--- config.mk ---
export PLATFORM = sky130hd
export DESIGN_NAME = mspb_back_flat
export DESIGN_NICKNAME = d
export VERILOG_FILES = /design/src/rtl/core/mspb_pkg.sv /design/src/rtl/core/mspb_if.sv /design/src/rtl/core/mspb_back.sv /design/src/flat_wrapper.sv
export SDC_FILE = /design/constraint.sdc
export NUM_CORES = 1
export LEC_CHECK = 0
export BUFFER_PORTS_ARGS = -buffer_cell sky130_fd_sc_hd__buf_2
export CAP_MARGIN = 20
export CORE_AREA = 2 2 270 272
export CTS_CLUSTER_DIAMETER = 80
export CTS_CLUSTER_SIZE = 14
export DETAILED_ROUTE_END_ITERATION = 8
export DIE_AREA = 0 0 272 274
export PLACE_DENSITY = 0.35
export SLEW_MARGIN = 5
export SYNTH_ARGS = -nofsm -noshare
export SYNTH_HDL_FRONTEND = slang
export SYNTH_SLANG_ARGS = --single-unit
--- constraint.sdc ---
create_clock -name clk -period 2.9 [get_ports clk]
set_input_delay 0.145 -clock clk [delete_from_list [all_inputs] [get_ports clk]]
set_output_delay 0.145 -clock clk [all_outputs]
set_load 0.01 [all_outputs]
--- src/rtl/core/mspb_pkg.sv ---
// shared types, slicing tables and correlator function for the mode s demodulator
`timescale 1ns / 1ps
`default_nettype none
package mspb_pkg;

    localparam int SAMPLE_W   = 16;
    localparam int NUM_TRY    = 5;
    localparam int NUM_BYTES  = 14;
    localparam int FIFO_DEPTH = 4;
    localparam int FIFO_PTR_W = 2;
    localparam int FIFO_CNT_W = 3;
    localparam int NUM_KIND   = 5;
    localparam int PRE_LEN    = 19;
    localparam int TRY_W      = 3;

    localparam logic [2:0] KIND_A = 3'd0;
    localparam logic [2:0] KIND_B = 3'd1;
    localparam logic [2:0] KIND_C = 3'd2;
    localparam logic [2:0] KIND_D = 3'd3;
    localparam logic [2:0] KIND_E = 3'd4;

    localparam logic [TRY_W-1:0] TRY_LAST = 3'd4;

    localparam logic [4:0] DF_SHORT0 = 5'd0;
    localparam logic [4:0] DF_SHORT4 = 5'd4;
    localparam logic [4:0] DF_SHORT5 = 5'd5;
    localparam logic [4:0] DF_SHORT11 = 5'd11;

    // sample offset of each bit inside a byte, per bit phase
    localparam logic [4:0] SLOT_OFF [5][8] = '{
        '{5'd0, 5'd2, 5'd4, 5'd7, 5'd9, 5'd12, 5'd14, 5'd16},
        '{5'd0, 5'd2, 5'd5, 5'd7, 5'd9, 5'd12, 5'd14, 5'd17},
        '{5'd0, 5'd2, 5'd5, 5'd7, 5'd10, 5'd12, 5'd14, 5'd17},
        '{5'd0, 5'd3, 5'd5, 5'd7, 5'd10, 5'd12, 5'd15, 5'd17},
        '{5'd0, 5'd3, 5'd5, 5'd8, 5'd10, 5'd12, 5'd15, 5'd17}
    };

    // correlator kind of each bit inside a byte, per bit phase
    localparam logic [2:0] SLOT_COR [5][8] = '{
        '{3'd0, 3'd2, 3'd4, 3'd1, 3'd3, 3'd0, 3'd2, 3'd4},
        '{3'd1, 3'd3, 3'd0, 3'd2, 3'd4, 3'd1, 3'd3, 3'd0},
        '{3'd2, 3'd4, 3'd1, 3'd3, 3'd0, 3'd2, 3'd4, 3'd1},
        '{3'd3, 3'd0, 3'd2, 3'd4, 3'd1, 3'd3, 3'd0, 3'd2},
        '{3'd4, 3'd1, 3'd3, 3'd0, 3'd2, 3'd4, 3'd1, 3'd3}
    };

    typedef struct packed {
        logic [55:0] msg_head;
        logic [55:0] msg_tail;
        logic        long_msg;
    } cand_t;

    typedef cand_t [NUM_TRY-1:0] det_t;

    typedef struct packed {
        logic push;
        logic pop;
    } fifo_ctl_t;

    // sign of one 2.4 msps bit correlator over four samples
    function automatic logic corr_pos(
        input logic [2:0]          kind,
        input logic [SAMPLE_W-1:0] a0,
        input logic [SAMPLE_W-1:0] a1,
        input logic [SAMPLE_W-1:0] a2,
        input logic [SAMPLE_W-1:0] a3
    );
        logic signed [20:0] x0;
        logic signed [20:0] x1;
        logic signed [20:0] x2;
        logic signed [20:0] x3;
        logic signed [20:0] r;
        x0 = signed'({5'b0, a0});
        x1 = signed'({5'b0, a1});
        x2 = signed'({5'b0, a2});
        x3 = signed'({5'b0, a3});
        case (kind)
            KIND_A:  r = 21'sd5 * x0 - 21'sd3 * x1 - 21'sd2 * x2;
            KIND_B:  r = 21'sd4 * x0 - x1 - 21'sd3 * x2;
            KIND_C:  r = 21'sd3 * x0 + x1 - 21'sd4 * x2;
            KIND_D:  r = 21'sd2 * x0 + 21'sd3 * x1 - 21'sd5 * x2;
            KIND_E:  r = x0 + 21'sd5 * x1 - 21'sd5 * x2 - x3;
            default: r = '0;
        endcase
        return r > 21'sd0;
    endfunction

endpackage
`default_nettype wire

--- src/rtl/core/mspb_if.sv ---
// valid/ready channels for magnitude samples and message candidates
`timescale 1ns / 1ps
`default_nettype none


interface mspb_cand_if;
    logic        valid;
    logic        ready;
    logic [55:0] msg_head;
    logic [55:0] msg_tail;
    logic        long_msg;
    logic [2:0]  try_index;
    logic        last;
    modport source (output valid, output msg_head, output msg_tail, output long_msg,
                    output try_index, output last, input ready);
    modport sink (input valid, input msg_head, input msg_tail, input long_msg,
                  input try_index, input last, output ready);
endinterface
`default_nettype wire

--- src/rtl/core/mspb_back.sv ---
// steps through the five candidates of the detection at the head of the queue
`timescale 1ns / 1ps
`default_nettype none
module mspb_back (
    input  wire logic                   clk,
    input  wire logic                   rst_n,
    input  wire logic                   head_valid,
    input  wire mspb_pkg::det_t         head,
    output logic                        pop,
    mspb_cand_if.source                 cands
);
    logic [mspb_pkg::TRY_W-1:0] idx_reg;
    logic [mspb_pkg::TRY_W-1:0] idx_next;
    logic                       take;

    always_comb
    begin
        take     = cands.valid && cands.ready;
        pop      = take && (idx_reg == mspb_pkg::TRY_LAST);
        idx_next = idx_reg;
        if (take)
        begin
            idx_next = pop ? '0 : idx_reg + 1'b1;
        end
    end

    always_ff @(posedge clk or negedge rst_n)
    begin
        if (!rst_n)
        begin
            idx_reg <= '0;
        end
        else
        begin
            idx_reg <= idx_next;
        end
    end

    assign cands.valid     = head_valid;
    assign cands.msg_head  = head[idx_reg].msg_head;
    assign cands.msg_tail  = head[idx_reg].msg_tail;
    assign cands.long_msg  = head[idx_reg].long_msg;
    assign cands.try_index = idx_reg;
    assign cands.last      = (idx_reg == mspb_pkg::TRY_LAST);

endmodule
`default_nettype wire
--- src/flat_wrapper.sv ---
// flat-port wrapper written by rule: the top's interface ports become plain ports
module mspb_back_flat 
  (clk, rst_n, head_valid, head, pop, cands_valid, cands_msg_head, cands_msg_tail, cands_long_msg, cands_try_index, cands_last, cands_ready);
  mspb_cand_if cands_i ();
  input  wire logic clk;
  input  wire logic rst_n;
  input  wire logic head_valid;
  input  wire mspb_pkg::det_t head;
  output logic pop;
  output wire logic [$bits(cands_i.valid)-1:0] cands_valid;
  output wire logic [$bits(cands_i.msg_head)-1:0] cands_msg_head;
  output wire logic [$bits(cands_i.msg_tail)-1:0] cands_msg_tail;
  output wire logic [$bits(cands_i.long_msg)-1:0] cands_long_msg;
  output wire logic [$bits(cands_i.try_index)-1:0] cands_try_index;
  output wire logic [$bits(cands_i.last)-1:0] cands_last;
  input wire logic [$bits(cands_i.ready)-1:0] cands_ready;
  assign cands_valid = cands_i.valid;
  assign cands_msg_head = cands_i.msg_head;
  assign cands_msg_tail = cands_i.msg_tail;
  assign cands_long_msg = cands_i.long_msg;
  assign cands_try_index = cands_i.try_index;
  assign cands_last = cands_i.last;
  assign cands_i.ready = cands_ready;
  mspb_back u_core (.clk(clk), .rst_n(rst_n), .head_valid(head_valid), .head(head), .pop(pop), .cands(cands_i));
endmodule
Yosys cells after proc, flatten, opt, wreduce, memory -nomap -nowiden --
Cells that the tools add are included.
Cells by class: equality and inequality tests 1, reductions and logical operators 2, order comparisons 1, mux-type cells 3, $add $sub $neg 1
Operators with widths (number):
- binary-select mux 113 bit (select 3 bit) | 1
- two-way mux 113 bit | 1
- < comparator 3 x 4 -> 1 bit (second input constant) | 1
- adder 3 x 1 -> 3 bit (second input constant) | 1
- equality test 3 bit (second input constant) | 1
- two-way mux 3 bit | 1
- logical AND 1 bit | 2
Word-level totals: input bits 569, register bits 3, output and inout port bits 119

Logic depth before layout (Yosys ltp) --
depth after elaboration 3, mapped depth 8, gate-level depth less buffers 5

Least setup slack after synthesis --
No wires, ideal clock.
kind flip-flop to output port, start register u_core.idx_reg, in the netlist u_core.cands.try_index[0], end output port cands_msg_head[0], path slack 1199 ps, data required time 2755 ps, cell stages (with the launch flop) 7, arrival time 1556 ps, path through dfrtp_1 buf_2 buf_2 buf_2 mux2i_1 nor2_1 a221o_1
Between the ends: word-level cells in the longest chain between the ends 2
RTL lines:
- start: declaration | RTL line mspb_back.sv:12 | logic [mspb_pkg::TRY_W-1:0] idx_reg;
- start signal: assignment | RTL line mspb_back.sv:35 | idx_reg <= idx_next;
- binary-select mux 113 bit (select 3 bit) | RTL line mspb_back.sv:40 | assign cands.msg_head = head[idx_reg].msg_head;
- two-way mux 113 bit (implied by the code) | RTL line mspb_back.sv:40
- end: declaration | RTL line flat_wrapper.sv:11 | output wire logic [$bits(cands_i.msg_head)-1:0] cands_msg_head;
Every way passes these cells. The select of a mux whose other input is x is not followed.

Worst setup path after layout --
start register u_core.idx_reg, in the netlist u_core.cands.try_index[2], end output port cands_msg_head[0]
The elaborated chain is that of the path after synthesis.

==> flow_summary.ini <==
[floorplanning]
initial_core_util_pct = 6.240
io_pins = 688
die_h_um = 274
die_w_um = 272
core_area_um2 = 71970
core.rowCount = 99
design.die.area_um2 = 74530

[layout]
seqCellArea_um2 = 82.58
drive_above_1_share_pct = 61.78
nFillCells = 8404
multi_input_area_um2 = 4091
finalNetCount = 1760
final_cell_area_um2 = 9198
fin_util_pct = 12.78
final_cell_mix = buf_2 (687), mux2i_1 (114), nor2_1 (113)
largest_reg_flops = 3
area_growth_pct = 104.8
mostFrequentLayoutCell = buf_2

[route]
viasPerCell = 3.415
drcViolationCount = 0
ant_nets = 0
wl_per_cell_um = 15.84
drtIter0Drc = 244
drt-total-wl_um = 34030
vias = 7335
firstDrtPassIters = 4

[critical_path]
cp-start-kind = flop
startpoint = u_core.cands.try_index[2]
cp_num_cells = 4
reg2regPathDepth = 4
required_ns = 2.76
critical_path.endpoint_type = primary output
cp_top_family = flip-flops
worstPathArrival_ns = 2.12
crit_end = cands_msg_head[0]
r2r_slack_ns = 1.37
worstPathMaxFanout = 65
reg2reg_to = u_core.cands.try_index[0]
cpPeakStageDelay_ns = 0.46
r2r-start = u_core.cands.try_index[0]
crit_path_top_delay_cell = dfrtp_4
path_cells = buf_12 > mux2_1 > a221o_1 > buf_2
worstSetupPathType = flop to primary output
path_buf_inv = 2

[min_path]
hp-class = input port to flop

[global_routing]
antenna_found_initial = 3
grt_usage_pct = 8.159
grt_remaining_overflow = 0
grt_start_max_net_pins = 66
grt_pass1_vias = 7564
grt_pass1_wl_um = 46540

[synth]
async_flop_share_pct = 100.0
syn_avg_cell_area_um2 = 8.331
ys.flop_type = dfrtp_1
synth-edff-count = 0
synth-seq-cells = 3
syn_area_um2 = 4491
synth_nets = 1110
yosysSeqAreaShare_pct = 1.672
postSynthCellCount = 539
yosysWarningCount = 0
synth.distinct_cells = 23

[power_and_ir_drop]
p_clk_share_pct = 3.4
total_leakage_power_uw = 0.004705
power.switching_uw = 3393
vdd_drop_max_mv = 0.6064
powerDensity_nw_per_um2 = 696.9
netSwitchingFraction_pct = 52.93
intPower_uw = 3017
p_comb_share_pct = 94.5
power_frac_seq_pct = 2.1

[sta]
tightest_slew_ns = 0.5490
holdWs_ns = 0.1911
setup-violations-final = 0
maxSlewViolCount = 0
finalSetupTns_ns = 0
postLayoutSetupSlackWorst_ns = 0.6374
fin_crit_ns = 2.263
fin_worst_skew_ns = 0.0005908
hold_viol_final = 0
max_freq_mhz = 442.0
fin_crit_sh_pct = 78.02
rsz0062_at_grt = no
max_slew_margin_pct = 63.40

[cts]
clk_pin_slew_ns = 0.03
cts.sinks = 3
numCtsBuffers = 3
clock_path_buffers = 2
htreeDepth = 1
clock_latency_ns = 0.22
postCtsSetupBuffers = 0
cts_tree = done
root_buffer = clkbuf_16

[place]
dp_hpwl_um = 29200
place_worst_setup_slack_ns = 0.8233
port_buffers = 687
dpl_cell_area_um2 = 9106
gp_congestion = 0.9997

[status]
status = finished, final reports clean

[run]
maxCapViolCount = 0
==> cell type report <==
type	count	area share (%)
Tap cell	959	13.05
Sequential cell	3	0.8978
Clock buffer	4	0.8570
Inverter	3	0.1224
Multi-Input combinational cell	469	44.48
Antenna cell	1	0.02721
Timing Repair Buffer	709	40.57
==> kinds of logic after synthesis <==
| group | count (synthesis) | synth area share, % |
|---|---|---|
| flip-flops | 3 | 1.672 |
| multiplexers | 227 | 53.75 |
| adder cells (fa/ha/maj) | 2 | 0.5572 |
| buffers and inverters | 67 | 7.690 |
| AND/OR/NAND/NOR | 121 | 10.50 |
| AO/OA/AOI/OAI | 119 | 25.83 |
==> tightest hold or removal path, delay by kind of cell <==
kind	cells	cell delay, ns
and+or+nand+nor	1	0.05
buffers and inverters	1	0.11
AOI/OAI and AO/OA	1	0.06
==> metal layers <==
layer / part of all wire (%) / wire length [µm] / GRT usage, % / vias up
li1: - / - / - / 3429
met1: 36 / 12170 / 8.556 / 3377
met2: 53 / 18090 / 16.41 / 485
met3: 7.6 / 2597 / 1.156 / 44
met4: 3.4 / 1173 / 2.704 / 0
met5: 0 / 0 / 0 / -
==> stage by stage <==
stage,std cells,power [µW]
2_1_floorplan,539,3765
3_3_place_gp,2142,6256
3_5_place_dp,2142,6231
4_1_cts,2147,6479
5_1_grt,2148,6849
6_report,2148,6410
==> power by group through the flow <==
stage	registers (µW)	logic [µW]	clock network (µW)
after CTS	137	6120	222
after detailed placement	137	6090	0
after global placement	133	6120	0
after global routing	140	6480	227
final	134	6060	219
after floorplan	81.5	3680	0
==> repair_timing <==
| action | CTS | global route |
|---|---|---|
| hold buffers | 1 | 0 |
| endpoints found under the hold margin | 3 | 0 |
| gates resized for setup | 0 | 0 |
==> cell usage after synthesis (2+ instances only) <==
library cell	instances	area share (%)
a221o_1	111	25
buf_2	36	4.0
buf_4	13	2.2
clkbuf_1	14	1.2
dfrtp_1	3	1.7
ha_1	2	0.56
inv_1	3	0.25
mux2_1	95	24
mux2_2	18	4.5
mux2i_1	114	25
nand2_1	2	0.17
nor2_1	114	9.5
o21ai_0	4	0.45
==> worst min-delay path by stage <==
stage | from | endpoint | cells after the start
finish | cands_ready | u_core.cands.try_index[2] | 3
global route | cands_ready | u_core.cands.try_index[2] | 3
CTS | cands_ready | u_core.cands.try_index[2] | 3
detailed placement | rst_n | u_core.cands.try_index[1] | 1
global placement | rst_n | u_core.cands.try_index[1] | 1
floorplan | rst_n | u_core.cands.try_index[0] | 0
No activity file was read; power rests on OpenSTA's default activity.
