### src/rtl/core/mspb_pkg.sv
// shared types, slicing tables and correlator function for the mode s demodulator
`timescale 1ns / 1ps
`default_nettype none
package mspb_pkg;

    localparam int SAMPLE_W   = 16;
    localparam int NUM_TRY    = 5;
    localparam int NUM_BYTES  = 14;
    localparam int FIFO_DEPTH = 4;
    localparam int FIFO_PTR_W = 2;
    localparam int FIFO_CNT_W = 3;
    localparam int NUM_KIND   = 5;
    localparam int PRE_LEN    = 19;
    localparam int TRY_W      = 3;

    localparam logic [2:0] KIND_A = 3'd0;
    localparam logic [2:0] KIND_B = 3'd1;
    localparam logic [2:0] KIND_C = 3'd2;
    localparam logic [2:0] KIND_D = 3'd3;
    localparam logic [2:0] KIND_E = 3'd4;

    localparam logic [TRY_W-1:0] TRY_LAST = 3'd4;

    localparam logic [4:0] DF_SHORT0 = 5'd0;
    localparam logic [4:0] DF_SHORT4 = 5'd4;
    localparam logic [4:0] DF_SHORT5 = 5'd5;
    localparam logic [4:0] DF_SHORT11 = 5'd11;

    // sample offset of each bit inside a byte, per bit phase
    localparam logic [4:0] SLOT_OFF [5][8] = '{
        '{5'd0, 5'd2, 5'd4, 5'd7, 5'd9, 5'd12, 5'd14, 5'd16},
        '{5'd0, 5'd2, 5'd5, 5'd7, 5'd9, 5'd12, 5'd14, 5'd17},
        '{5'd0, 5'd2, 5'd5, 5'd7, 5'd10, 5'd12, 5'd14, 5'd17},
        '{5'd0, 5'd3, 5'd5, 5'd7, 5'd10, 5'd12, 5'd15, 5'd17},
        '{5'd0, 5'd3, 5'd5, 5'd8, 5'd10, 5'd12, 5'd15, 5'd17}
    };

    // correlator kind of each bit inside a byte, per bit phase
    localparam logic [2:0] SLOT_COR [5][8] = '{
        '{3'd0, 3'd2, 3'd4, 3'd1, 3'd3, 3'd0, 3'd2, 3'd4},
        '{3'd1, 3'd3, 3'd0, 3'd2, 3'd4, 3'd1, 3'd3, 3'd0},
        '{3'd2, 3'd4, 3'd1, 3'd3, 3'd0, 3'd2, 3'd4, 3'd1},
        '{3'd3, 3'd0, 3'd2, 3'd4, 3'd1, 3'd3, 3'd0, 3'd2},
        '{3'd4, 3'd1, 3'd3, 3'd0, 3'd2, 3'd4, 3'd1, 3'd3}
    };

    typedef struct packed {
        logic [55:0] msg_head;
        logic [55:0] msg_tail;
        logic        long_msg;
    } cand_t;

    typedef cand_t [NUM_TRY-1:0] det_t;

    typedef struct packed {
        logic push;
        logic pop;
    } fifo_ctl_t;

    // sign of one 2.4 msps bit correlator over four samples
    function automatic logic corr_pos(
        input logic [2:0]          kind,
        input logic [SAMPLE_W-1:0] a0,
        input logic [SAMPLE_W-1:0] a1,
        input logic [SAMPLE_W-1:0] a2,
        input logic [SAMPLE_W-1:0] a3
    );
        logic signed [20:0] x0;
        logic signed [20:0] x1;
        logic signed [20:0] x2;
        logic signed [20:0] x3;
        logic signed [20:0] r;
        x0 = signed'({5'b0, a0});
        x1 = signed'({5'b0, a1});
        x2 = signed'({5'b0, a2});
        x3 = signed'({5'b0, a3});
        case (kind)
            KIND_A:  r = 21'sd5 * x0 - 21'sd3 * x1 - 21'sd2 * x2;
            KIND_B:  r = 21'sd4 * x0 - x1 - 21'sd3 * x2;
            KIND_C:  r = 21'sd3 * x0 + x1 - 21'sd4 * x2;
            KIND_D:  r = 21'sd2 * x0 + 21'sd3 * x1 - 21'sd5 * x2;
            KIND_E:  r = x0 + 21'sd5 * x1 - 21'sd5 * x2 - x3;
            default: r = '0;
        endcase
        return r > 21'sd0;
    endfunction

endpackage
`default_nettype wire

### src/rtl/core/mspb_fifo.sv
// short queue of detections between slicer and candidate sequencer
`timescale 1ns / 1ps
`default_nettype none
module mspb_fifo (
    input  wire logic                               clk,
    input  wire logic                               rst_n,
    input  wire mspb_pkg::fifo_ctl_t                ctl,
    input  wire mspb_pkg::det_t                     wr_data,
    output mspb_pkg::det_t                          rd_data,
    output logic [mspb_pkg::FIFO_CNT_W-1:0]         count
);
    mspb_pkg::det_t                  mem [mspb_pkg::FIFO_DEPTH];
    logic [mspb_pkg::FIFO_PTR_W-1:0] wr_ptr_reg;
    logic [mspb_pkg::FIFO_PTR_W-1:0] rd_ptr_reg;
    logic [mspb_pkg::FIFO_CNT_W-1:0] count_reg;
    logic [mspb_pkg::FIFO_CNT_W-1:0] count_next;

    always_comb
    begin
        count_next = count_reg;
        case ({ctl.push, ctl.pop})
            2'b10:   count_next = count_reg + 1'b1;
            2'b01:   count_next = count_reg - 1'b1;
            default: count_next = count_reg;
        endcase
    end

    always_ff @(posedge clk or negedge rst_n)
    begin
        if (!rst_n)
        begin
            wr_ptr_reg <= '0;
            rd_ptr_reg <= '0;
            count_reg  <= '0;
        end
        else
        begin
            if (ctl.push)
            begin
                wr_ptr_reg <= wr_ptr_reg + 1'b1;
            end
            if (ctl.pop)
            begin
                rd_ptr_reg <= rd_ptr_reg + 1'b1;
            end
            count_reg <= count_next;
        end
    end

    always_ff @(posedge clk)
    begin
        if (ctl.push)
        begin
            mem[wr_ptr_reg] <= wr_data;
        end
    end

    assign rd_data = mem[rd_ptr_reg];
    assign count   = count_reg;

endmodule
`default_nettype wire

### config.mk
export PLATFORM = sky130hd
export DESIGN_NAME = mspb_fifo
export DESIGN_NICKNAME = d
export VERILOG_FILES = /design/src/rtl/core/mspb_pkg.sv /design/src/rtl/core/mspb_fifo.sv
export SDC_FILE = /design/constraint.sdc
export NUM_CORES = 1
export LEC_CHECK = 0
export BUFFER_PORTS_ARGS = -buffer_cell sky130_fd_sc_hd__buf_2
export CAP_MARGIN = 10
export CORE_AREA = 4 4 435 437
export CTS_BUF_LIST = sky130_fd_sc_hd__clkbuf_16
export DETAILED_ROUTE_END_ITERATION = 6
export DIE_AREA = 0 0 439 441
export PLACE_DENSITY_LB_ADDON = 0.1
export SYNTH_ARGS = -nofsm -noshare
export SYNTH_HDL_FRONTEND = slang
export SYNTH_SLANG_ARGS = --single-unit
export TNS_END_PERCENT = 1
### constraint.sdc
create_clock -name clk -period 19.1 [get_ports clk]
set_input_delay 2.865 -clock clk [delete_from_list [all_inputs] [get_ports clk]]
set_output_delay 2.865 -clock clk [all_outputs]
set_load 0.02 [all_outputs]
Word-level counts from Yosys, hierarchy flattened
Memories as Yosys holds them, arrays and structs flattened.
Index checks and enable logic that the tools add are counted.
{ "classes": {"addsub": 4, "multipliers": 0, "div_mod_pow": 0, "magnitude_cmp": 0, "eq_ne": 2, "shift": 0, "muxes": 3, "n_bitwise": 0, "reduce_logical": 1} }
{ "op_table": {"columns": ["op", "count"], "rows": [
  ["$pmux 3 s2", 1],
  ["$add 2x1->2 const B", 2],
  ["$add 3x1->3 const B", 1],
  ["$sub 3x1->3 const B", 1],
  ["$eq 2x1->1 const B", 1],
  ["$eq 2x2->1 const B", 1],
  ["$mux 1", 2],
  ["$reduce_bool 2->1", 1]
]} }
{ "word_totals": {"regBits": 7, "latchBits": 0, "ram_bits": 2260, "rom_bits": 0, "out_inout_bits": 568, "wordCells": 14, "memories": 1} }
{ "memory_table": {"columns": ["name", "depth", "width", "read_ports", "rd_clocked_by_memory_dff", "write_ports", "line", "rtl"], "rows": [
  ["mem", 4, 565, 1, 0, 1, "mspb_fifo.sv:12", "mspb_pkg::det_t mem [mspb_pkg::FIFO_DEPTH];"]
]} }

Logic depth before layout (Yosys ltp)
{ "logic_depth": {"ltp_word": 2, "mapped_depth": 7, "ltp_nobuf": 7} }

Least setup slack after synthesis
Ideal clock, no wire load.
{ "synth_timing": {"path_type": "input-to-reg", "start": "input ctl[1] (netlist bit)", "end": "memory mem[0][0] (netlist bit) (enable)", "setup_ps": 1002, "arrival_ps": 15538, "required_time_ps": 18098, "path_slack_ps": 2561, "stages": 1, "n_path_buf": 0, "path_cell_list": "and2_1"} }
{ "synth_between": {"elab_chain_len": 2} }
{ "synth_rtl": {"columns": ["element", "line", "rtl"], "rows": [
  ["start, declared", "mspb_fifo.sv:7", "input wire mspb_pkg::fifo_ctl_t ctl,"],
  ["$mux 1", "mspb_fifo.sv:52", "if (ctl.push)"],
  ["$mux 1 (implied by the code)", "mspb_fifo.sv:54", "mem[wr_ptr_reg] <= wr_data;"],
  ["end, declared", "mspb_fifo.sv:12", null]
]} }
Every way passes these cells.

==> out/metrics.csv <==
stage,metric,value,unit
route,Met2 Wirelength,106000,um
route,Final Routed Wirelength,203000,um
floorplan,Core ar.,0.185,sq mm
finish,share of layout cells above drive strength 1,46.2,%
finish,Post-Layout Cell Count,7025,
clock_tree,clk root buf,clkbuf_16,
timing,Slew headroom,29.0,%
timing,FMAX,119,MHz
setup_path,Worst Setup End Kind,output port,
finish,fillcell total,14554,
logic_synthesis,#FFs+latches synth,2267,
clock_tree,htree depth,4,
route,DRC viols,0,
logic_synthesis,Syn Nets,3560,
pwr,clock share of power,26.2,%
timing,Setup Viol. Count Final,0,
route,Avg WL per Cell,28.9,um
pwr,NetSw,5.38,mW
setup_path,Crit path arrival time,5.56,ns
logic_synthesis,"Distinct cells, synth",17,
pwr,Reg power frac,41.5,%
global_route,grt total ovfl,0,
global_route,largest net degree at the start of global routing,142,
route,metal3 WL,15700,um
route,DR pass1 iterations,5,
timing,RSZ-0062 raised after global routing,false,
timing,total negative setup slack,0,ns
pwr,Total Power,16.2,mW
pwr,peak supply drop,0.000124,V
timing,Final period util,44.1,%
finish,max reg flops,2260,
setup_path,crit-path max FO,39,
clock_tree,CTS Buf Count,225,
placed_design,placed wire-length estimate,136000,um
finish,Final Cell Area,0.0977,sq mm
pwr,combinational power share,32.3,%
logic_synthesis,Avg Inst Size Synth,27.5,sq um
logic_synthesis,"top cells by area, synth","edfxtp_1 83%, mux4_2 16%, buf_6 0.81%",
logic_synthesis,Synth top area share,82.8,%
timing,Worst Max-Slew Pin Slew,1.07,ns
logic_synthesis,Yosys warnings,0,
setup_path,R2R setup slack,14.35,ns
clock_tree,clock sinks,2267,
timing,Hold WS,0.497,ns
floorplan,Die ar.,0.194,sq mm
logic_synthesis,"Cell Area, Synth",0.0820,sq mm
timing,Tmin final,8.42,ns
clock_tree,post-cts resize count,0,
logic_synthesis,"Seq/Total Area, Yosys",83.0,%
pwr,Pwr Density,165,mW/mm^2
floorplan,Die Y,441,um
floorplan,die width,439,um
setup_path,WP data required,16.23,ns
finish,area occupied by multi-input gates,0.0129,sq mm
hold_path,Hold Crit Class,reg -> reg,
placed_design,gpl congestion,0.816,
logic_synthesis,Post-Synthesis Cells,2985,
clock_tree,clk_lat worst skew,0.86,ns
run,max_cap viols,0,
global_route,gr usage total,20.6,%
route,Routed met1 length,71900,um
pwr,Internal,10.8,mW
placed_design,placed cells,6533,
clock_tree,"Hold-fix buffers, CTS",0,
global_route,initial antenna violation count,176,
global_route,vias in the first global route,38693,
global_route,global-route wire length before repair,285000,um
timing,Max Transition Viols Final,0,
pwr,leakage,33.0,nW
placed_design,PortBufs,1136,
run_status,status,completed,
finish,fin nets,4855,
clock_tree,Clock Pin Slew Worst Setup and Hold Paths,0.06,ns
setup_path,crit start category,flop,
floorplan,initial core utilization,44.3,%
placed_design,Placed Area,0.0903,sq mm
clock_tree,maximum root-to-sink buffer count,3,
route,post-DR vias/cell,5.35,
clock_tree,CTS tree,yes,
floorplan,# rows,158,
route,routed vias,37609,
clock_tree,Post-CTS Setup Inserts,0,
route,initial drt markers,2766,
finish,Reg area,0.0680,sq mm
timing,final hold vios,0,
timing,Layout Skew,0.0285,ns
setup_path,critical path type,reg -> out,
route,Routed Antenna Nets,0,
floorplan,Top Ports,1137,
finish,Layout area overhead,19.2,%
logic_synthesis,Yosys top cell by area,edfxtp_1,
route,Top Layer Used,met5,
pwr,Net Sw Frac,33.3,%
==> cell usage in the layout, fill, tap and decap left out, types with 3 or more instances in the layout <==
cell type	netlist	layout
edfxtp_1	2260	2260
buf_2	58	1136
mux4_2	565	565
clkbuf_16	0	227
diode_2	0	77
clkinv_1	0	67
inv_1	6	55
buf_4	2	51
clkinv_2	0	37
bufinv_16	0	18
clkinv_16	0	8
buf_12	0	7
ha_1	5	5
dfrtp_1	7	5
and2_4	0	4
xor2_1	4	4
inv_6	0	3
clkinvlp_4	0	3
==> path summary, 6_finish.rpt <==
check                                               start                        end  cells after the start
worst max-delay path            rd_ptr_reg[0]$_DFFE_PN0P_               rd_data[152]                      6
worst min-delay path                 count[2]$_DFFE_PN0P_       count[2]$_DFFE_PN0P_                      1
worst max register to register  wr_ptr_reg[0]$_DFFE_PN0P_      mem[2][152]$_DFFE_PP_                      7
worst min register to register       count[2]$_DFFE_PN0P_       count[2]$_DFFE_PN0P_                      1
max in group asynchronous                           rst_n  rd_ptr_reg[1]$_DFFE_PN0P_                      1
min in group asynchronous                           rst_n  rd_ptr_reg[0]$_DFFE_PN0P_                      1
==> power by group through the flow <==
| stage | Clock [mW] | Combinational, mW | Sequential (mW) |
|---|---|---|---|
| after floorplan | 0 | 3.47 | 7.34 |
| after global placement | 0 | 5.38 | 6.80 |
| after detailed placement | 0 | 5.37 | 6.82 |
| after CTS | 4.34 | 5.38 | 6.72 |
| after global routing | 4.57 | 5.51 | 6.78 |
| final | 4.23 | 5.22 | 6.71 |
==> through the flow <==
| step | util [%] | setup slack [ns] |
|---|---|---|
| 2_1_floorplan | - | 2.56 |
| 3_5_place_dp | 48.8 | 11.20 |
| 5_1_grt | 52.7 | 9.98 |
| 4_1_cts | 52.7 | 10.24 |
| 3_3_place_gp | 48.8 | 11.23 |
| 6_report | 52.8 | 10.68 |
==> critical path, stage by stage, from the launching register on <==
cell and delay, ns:
dfrtp_4 0.84, buf_4 0.71, buf_4 0.75, buf_4 0.73, buf_4 0.75, mux4_2 0.61
buf_2 0.18
==> kinds of logic (layout without fill, tap and decap cells) <==
| family | after synthesis | in the layout | synth area share [%] |
|---|---|---|---|
| AOI/OAI and AO/OA | 1 | 1 | 0.00610 |
| xor gates and xnor gates | 6 | 6 | 0.0641 |
| adders and majority gates | 6 | 6 | 0.101 |
| buffers and inverters | 132 | 1615 | 1.24 |
| DFF | 2267 | 2267 | 83.0 |
| muxes | 566 | 566 | 15.5 |
| other | 0 | 77 | 0 |
| and+or+nand+nor | 7 | 7 | 0.0443 |
==> synthesized netlist by cell type <==
cell type / number
xor2_1: 4
o21ai_0: 1
ha_1: 5
fa_1: 1
nand2_1: 2
nor2_1: 1
clkbuf_1: 7
mux4_2: 565
buf_4: 2
dfrtp_1: 7
edfxtp_1: 2260
mux2i_1: 1
inv_1: 6
buf_6: 59
xnor2_1: 2
and2_1: 4
buf_2: 58
==> layout make-up <==
cell class | instances | share of cell area [%]
clock buffer | 227 | 5.82
clock inverter | 188 | 1.54
sequential | 2267 | 69.7
multi-input combinational | 586 | 13.2
inverter | 6 | 0.0231
timing repair buffer | 1194 | 6.36
tap | 2480 | 3.18
antenna | 77 | 0.197
==> per-layer routing <==
metal	up-vias	GRT usage, %
met5	-	0
met4	54	8.82
met3	514	6.62
met2	1326	35.3
met1	19916	24.0
li1	15799	-
Note: power is estimated with default switching activity, not from simulation.
